## config.mk

```make
export PLATFORM = sky130hd
export DESIGN_NAME = grc_fifo
export DESIGN_NICKNAME = d
export VERILOG_FILES = /design/src/rtl/grc_pkg.sv /design/src/rtl/grc_fifo.sv
export SDC_FILE = /design/constraint.sdc
export NUM_CORES = 1
export LEC_CHECK = 0
export ABC_AREA = 1
export BUFFER_PORTS_ARGS = -buffer_cell sky130_fd_sc_hd__buf_2
export CORE_ASPECT_RATIO = 1.4
export CORE_UTILIZATION = 62
export CTS_CLUSTER_DIAMETER = 40
export DETAILED_ROUTE_END_ITERATION = 8
export PLACE_DENSITY_LB_ADDON = 0.2
export SYNTH_ARGS = -nofsm -noshare
export SYNTH_HDL_FRONTEND = slang
export SYNTH_SLANG_ARGS = --single-unit
```

## constraint.sdc

```tcl
create_clock -name clk_i -period 7 [get_ports clk_i]
set_input_delay 0.35 -clock clk_i [delete_from_list [all_inputs] [get_ports clk_i]]
set_output_delay 0.35 -clock clk_i [all_outputs]
set_load 0.005 [all_outputs]
```

## src/rtl/grc_pkg.sv

```systemverilog
// grc_pkg: shared types, codes and constants of the grid ray caster
// no dependencies; imported by every module of the block
package grc_pkg;

  // register indexes of the configuration port
  typedef enum logic [2:0] {
    CFG_POS_X       = 3'd0,
    CFG_POS_Y       = 3'd1,
    CFG_VIEW_DIR_X  = 3'd2,
    CFG_VIEW_DIR_Y  = 3'd3,
    CFG_CAM_PLANE_X = 3'd4,
    CFG_CAM_PLANE_Y = 3'd5
  } cfg_idx_e;

  typedef enum logic [3:0] {
    S_IDLE, S_CAM, S_MUL, S_RAY, S_DXS, S_DXW, S_DYS, S_DYW,
    S_SIDE, S_STEP, S_READ, S_HS, S_HW, S_OUT
  } back_state_e;

  localparam int unsigned QW         = 32;   // divider numerator and quotient
  localparam int unsigned DW         = 30;   // divider denominator
  localparam int unsigned FIFO_DEPTH = 4;
  localparam int unsigned FIFO_AW    = 2;
  localparam logic [23:0] DIST_MAX   = 24'hFFFFFF;
  localparam logic [15:0] HEIGHT_MAX = 16'hFFFF;
  localparam logic [7:0]  WALL_LEVEL = 8'd48;
  localparam logic [QW-1:0] RECIP_ONE = 32'h4000_0000;

  typedef struct packed {
    logic [21:0]        pos_x;
    logic [21:0]        pos_y;
    logic signed [15:0] view_dir_x;
    logic signed [15:0] view_dir_y;
    logic signed [15:0] cam_plane_x;
    logic signed [15:0] cam_plane_y;
  } cfg_t;

  // classified command on its way from front to back
  typedef struct packed {
    logic       is_cast;
    logic       in_grid;
    logic [9:0] column;
    logic [5:0] row;
    logic [5:0] col;
    logic [7:0] value;
  } item_t;

  typedef struct packed {
    logic [9:0]  ray_column;
    logic        hit_side;
    logic [23:0] wall_distance;
    logic [15:0] wall_height;
    logic [5:0]  hit_row;
    logic [5:0]  hit_col;
    logic [7:0]  hit_value;
    logic        left_grid;
  } res_t;

  typedef struct packed {
    logic          start;
    logic [QW-1:0] num;
    logic [DW-1:0] den;
  } div_req_t;

  typedef struct packed {
    logic          busy;
    logic          done;
    logic [QW-1:0] quot;
  } div_rsp_t;

  function automatic logic [23:0] sat24(input logic [QW-1:0] v);
    sat24 = (v > QW'(DIST_MAX)) ? DIST_MAX : v[23:0];
  endfunction

  function automatic logic [15:0] sat16(input logic [QW-1:0] v);
    sat16 = (v > QW'(HEIGHT_MAX)) ? HEIGHT_MAX : v[15:0];
  endfunction

endpackage

```

## src/rtl/grc_fifo.sv

```systemverilog
// grc_fifo: short command queue between front and back
// depends on grc_pkg
module grc_fifo (
  input  logic           clk_i,
  input  logic           rst_ni,
  input  logic           push_i,
  input  grc_pkg::item_t push_item_i,
  output logic           full_o,
  input  logic           pop_i,
  output grc_pkg::item_t pop_item_o,
  output logic           valid_o
);
  import grc_pkg::*;

  item_t                store_q [FIFO_DEPTH];
  logic [FIFO_AW-1:0]   wptr_q, wptr_d, rptr_q, rptr_d;
  logic [FIFO_AW:0]     count_q, count_d;
  logic                 do_push, do_pop;

  assign full_o     = (count_q == (FIFO_AW+1)'(FIFO_DEPTH));
  assign valid_o    = (count_q != '0);
  assign pop_item_o = store_q[rptr_q];
  assign do_push    = push_i && !full_o;
  assign do_pop     = pop_i && valid_o;

  // pointer and fill count
  always_comb begin
    wptr_d  = do_push ? wptr_q + 1'b1 : wptr_q;
    rptr_d  = do_pop  ? rptr_q + 1'b1 : rptr_q;
    count_d = count_q + (FIFO_AW+1)'(do_push) - (FIFO_AW+1)'(do_pop);
  end

  always_ff @(posedge clk_i or negedge rst_ni) begin
    if (!rst_ni) begin
      wptr_q  <= '0;
      rptr_q  <= '0;
      count_q <= '0;
    end else begin
      wptr_q  <= wptr_d;
      rptr_q  <= rptr_d;
      count_q <= count_d;
    end
  end

  // entry storage
  always_ff @(posedge clk_i) begin
    if (do_push) begin
      store_q[wptr_q] <= push_item_i;
    end
  end

endmodule

```

== After elaboration in Yosys (flattened, before gate mapping) ==
Memories as Yosys holds them, arrays and structs flattened.
Index checks and enable logic that the tools add are counted.
Operators by class
  bitwise logic cells: 0
  multipliers: 0
  shifts and indexed selects: 0
  order comparisons: 0
  divide/modulo/power cells: 0
  $add $sub $neg: 4
  mux-type cells: 2
  equal/unequal tests: 1
  reductions and logical operators: 4
Operator list (count)
  2-bit by 1-bit adder with 2-bit output, second input constant: 2
  3-bit by 1-bit adder with 3-bit output: 1
  3-bit == test, second input constant: 1
  3-bit nonzero test: 1
  3-bit by 1-bit subtractor with 3-bit output: 1
  1-bit logical AND: 2
  1-bit 2-to-1 mux: 2
  1-bit logical NOT: 1
Word-level totals
  output and inout port bits: 34
  input port bits: 36
  memory bits (writable): 128
  bits in read-only memories: 0
  flip-flop bits (word level): 7
  bits in latches: 0
  memories kept: 1
  word-level logic and storage cells: 15
Memory list
  store_q: words 4, bits a word 32, rd ports 1, clocked after memory_dff 0, wr ports 1, RTL line grc_fifo.sv:15  | item_t store_q [FIFO_DEPTH];

== Depth between registers and ports, before layout ==
  depth after elaboration: 5
  mapped depth: 12

== Worst setup path before layout ==
OpenSTA, ideal clock, no wires.
  path kind: register -> register
  start point: reg count_q[1]
  end point: mem store_q[0][0] (netlist bit), enable pin
  arrival time: 2.078 ns
  data required time: 6.579 ns
  stages on the path, launching flop included: 5
  buffers on the path: 0
  setup time: 0.421 ns
  setup slack: 4.501 ns
  cells stage by stage: dfrtp_1 -> nor2_1 -> nand2_1 -> nand2_1 -> nor2_1
On the way
  cells in the longest elaborated chain, start to end: 5
Ends and longest elaborated chain
  from (decl): RTL line grc_fifo.sv:17  | logic [FIFO_AW:0] count_q, count_d;
  from (signal assigned): RTL line grc_fifo.sv:41  | count_q <= count_d;
  3-bit == test: RTL line grc_fifo.sv:20  | assign full_o = (count_q == (FIFO_AW+1)'(FIFO_DEPTH));
  1-bit logical NOT: RTL line grc_fifo.sv:23  | assign do_push = push_i && !full_o;
  1-bit logical AND: RTL line grc_fifo.sv:23
  1-bit 2-to-1 mux: RTL line grc_fifo.sv:47  | if (do_push) begin
  1-bit 2-to-1 mux (implied by the code): RTL line grc_fifo.sv:48  | store_q[wptr_q] <= push_item_i;
  to (decl): RTL line grc_fifo.sv:15
No other way between the ends.

==> metrics.md <==
| Metric | Value |
|---|---|
| Status | finished, final reports clean |
| Die Y | 113.1 um |
| Reg2reg path depth | 10 |
| Layout cells sized above 1 | 18.83% |
| CP max FO | 66 |
| DPL Wire Length | 5.127 mm |
| Die width | 81.37 um |
| Core region area | 8558 um^2 |
| IO buf count | 69 |
| Largest net degree at the start of global routing | 67 |
| Worst-path clk slew | 50 ps |
| Minimum clock period after layout | 3056 ps |
| Fin crit share | 43.65% |
| Critical Path End | pop_item_o[21] |
| PD cells | 433.9 nW/um^2 |
| Final setup violation count | 0 |
| Sequential share of the synthesized area | 73.50% |
| Area of the multi-input gates | 1161 um^2 |
| Detailed Route Iter0 Violations | 193 |
| Gate Count Post-Synth | 465 |
| Crit path DAT | 2710 ps |
| Lkg Pwr | 2.673 nW |
| Final hold vios | 0 |
| Row count | 40 |
| Fmax | 0.3273 GHz |
| Max clock buf depth | 2 |
| Initial Util | 63.89% |
| Hold path cells | 1 |
| Clock sink count | 135 |
| Total grt overflow | 0 |
| GPL Wtd Cong | 0.7718 |
| WP data required | 6650 ps |
| Post-synth cell types | 16 |
| Post-Syn Nets | 508 |
| YS warnings | 0 |
| Root Buffer | clkbuf_16 |
| Setup TNS Final | 0 ps |
| Antenna diode count | 0 |
| Flop2flop setup slack | 4740 ps |
| Seq. cell area | 4020 um^2 |
| R2r endpoint | count_q[2] |
| CTS tree | yes |
| Synthesis-to-finish area growth | 17.60% |
| WL/cell | 14.27 um |
| Hold WC Path Type | input port to flip-flop |
| Top Ports | 70 |
| Crit end category | output pin |
| Max Cap Viol | 0 |
| Critical path class | flip-flop to output pin |
| Layout Nets | 577 |
| Vias per Instance | 5.163 |
| First-pass DRT Iterations | 5 |
| Worst Setup Slack, final | 3944 ps |
| Clock Skews | 6.792 ps |
| Slew headroom | 24.68% |
| Final wirelength | 9.307 mm |
| FILL cells | 504 |
| Antenna-violating nets left | 0 |
| Mapped cell area | 5468 um^2 |
| GRT Total Usage | 22.25% |
| Unrepaired setup endpoints after global routing | false |
| Clk_lat worst skew | 400 ps |
| Worst slew pin tran | 1128 ps |
| CTS H-tree lvls | 4 |
| Vias in the first global route | 3339 |
| First-pass GRT wire length | 14.63 mm |
| Via Count | 3366 |
| Setup WS pre-CTS | 4357 ps |
| Total die area | 9204 um^2 |
| Worst setup path start | rptr_q[0] |
| CTS Buf Count | 17 |
| Antenna violations before repair | 0 |
| CP Launch Type | flip-flop |
| Slew Viols, Final | 0 |
| Register bit total from synthesis | 135 |
| Syn avg cell area | 11.76 um^2 |
| Drt drc | 0 |
| PostCTS Resize Cnt | 0 |
| Peak supply drop | 0.0002965 V |
| RR Startpoint | count_q[1] |
-- critical path, stage by stage (launching register included) --
cell and delay, ps:
dfrtp_2 710, buf_4 600, inv_2 430, o21ai_0 310
nand2_1 80, buf_2 130
-- kinds of logic after synthesis --
family,after synthesis,share of synthesized area [%]
flip-flops,135,73.50
buffers and inverters,70,5.812
AND/OR/NAND/NOR,189,13.09
AO/OA/AOI/OAI,64,5.858
adder cells (fa/ha/maj),7,1.739
-- how the worst min path moves through the flow --
| stage | from | end | slack [ps] |
|---|---|---|---|
| after floorplan | rst_ni | count_q[0] | 50 |
| after global placement | rst_ni | count_q[2] | 190 |
| after detailed placement | rst_ni | count_q[2] | 200 |
| after CTS | push_item_i[0] | store_q[2][0] | 140 |
| after global routing | push_item_i[1] | store_q[3][1] | 150 |
| final | push_item_i[28] | store_q[0][28] | 160 |
-- state kept, by name, summed over array words and instances, names as in the netlist --
signal / cells
count_q: 3
wptr_q: 2
rptr_q: 2
store_q: 128
-- layout by cell type, fill, tap and decap left out, types with 2 or more instances in the layout --
cell type and instances:
nor2_1 65, inv_1 47, clkbuf_16 17, clkinv_1 3, clkinv_2 5, nand3_1 5, dfrtp_1 6, nand2_1 115
ha_1 6, buf_2 69, clkbuf_1 3, nor2_4 4, bufinv_16 3, edfxtp_1 128, o21ai_0 43, inv_2 2
o21ai_1 21
-- area by class of cell --
| class | count | area share [%] |
|---|---|---|
| clock inverters | 12 | 2.082 |
| multi-input cells | 260 | 18.06 |
| flip-flops and latches | 135 | 62.52 |
| inverters | 49 | 2.860 |
| clock buffers | 20 | 6.791 |
| well taps | 105 | 2.043 |
| repair buffers | 71 | 5.643 |
-- per-stage QoR --
step	area [um^2]	instances	hold slack, ps	total power [W]	util, %
detailed placement	5849	619	195.5	0.001961	68.35
global route	6430	652	150.1	0.002955	75.13
finish	6430	652	159.3	0.002790	75.13
floorplan	5468	465	54.41	0.001698	-
CTS	6430	652	143.7	0.002811	75.13
global placement	5849	619	189.7	0.001929	68.35
-- power breakdown --
part	total [W]	internal [W]	switching [W]
registers	0.00114	0.00107	0.0000689
logic	0.000803	0.000278	0.000525
clock network	0.000847	0.000552	0.000295
total	0.00279	0.00190	0.000889
-- Yosys cell counts --
| master | instances | area, um^2 |
|---|---|---|
| edfxtp_1 | 128 | 3844 |
| nand2_1 | 115 | 431.7 |
| nor2_1 | 69 | 259.0 |
| inv_1 | 48 | 180.2 |
| o21ai_0 | 43 | 215.2 |
| o21ai_1 | 21 | 105.1 |
| buf_2 | 10 | 50.05 |
| dfrtp_1 | 7 | 175.2 |
| ha_1 | 6 | 75.07 |
| nand3_1 | 5 | 25.02 |
| buf_6 | 4 | 45.04 |
| clkbuf_2 | 4 | 20.02 |
| buf_4 | 2 | 15.01 |
| buf_1 | 1 | 3.750 |
| fa_1 | 1 | 20.02 |
| inv_2 | 1 | 3.750 |
-- repair_timing --
action,in CTS,in global routing
hold endpoints to repair,7,0
hold buffers,1,0
setup buffers,0,0
-- routing by layer --
metal	track usage, %	routed length, um	part of all wire (%)	vias to the layer above
met2	37.78	4977	53	93
met4	10.83	56	0.60	0
li1	-	-	-	1680
met3	6.774	501	5.4	5
met1	24.94	3771	41	1588
met5	0	0	0	-
(Power assumes the default switching activity.)
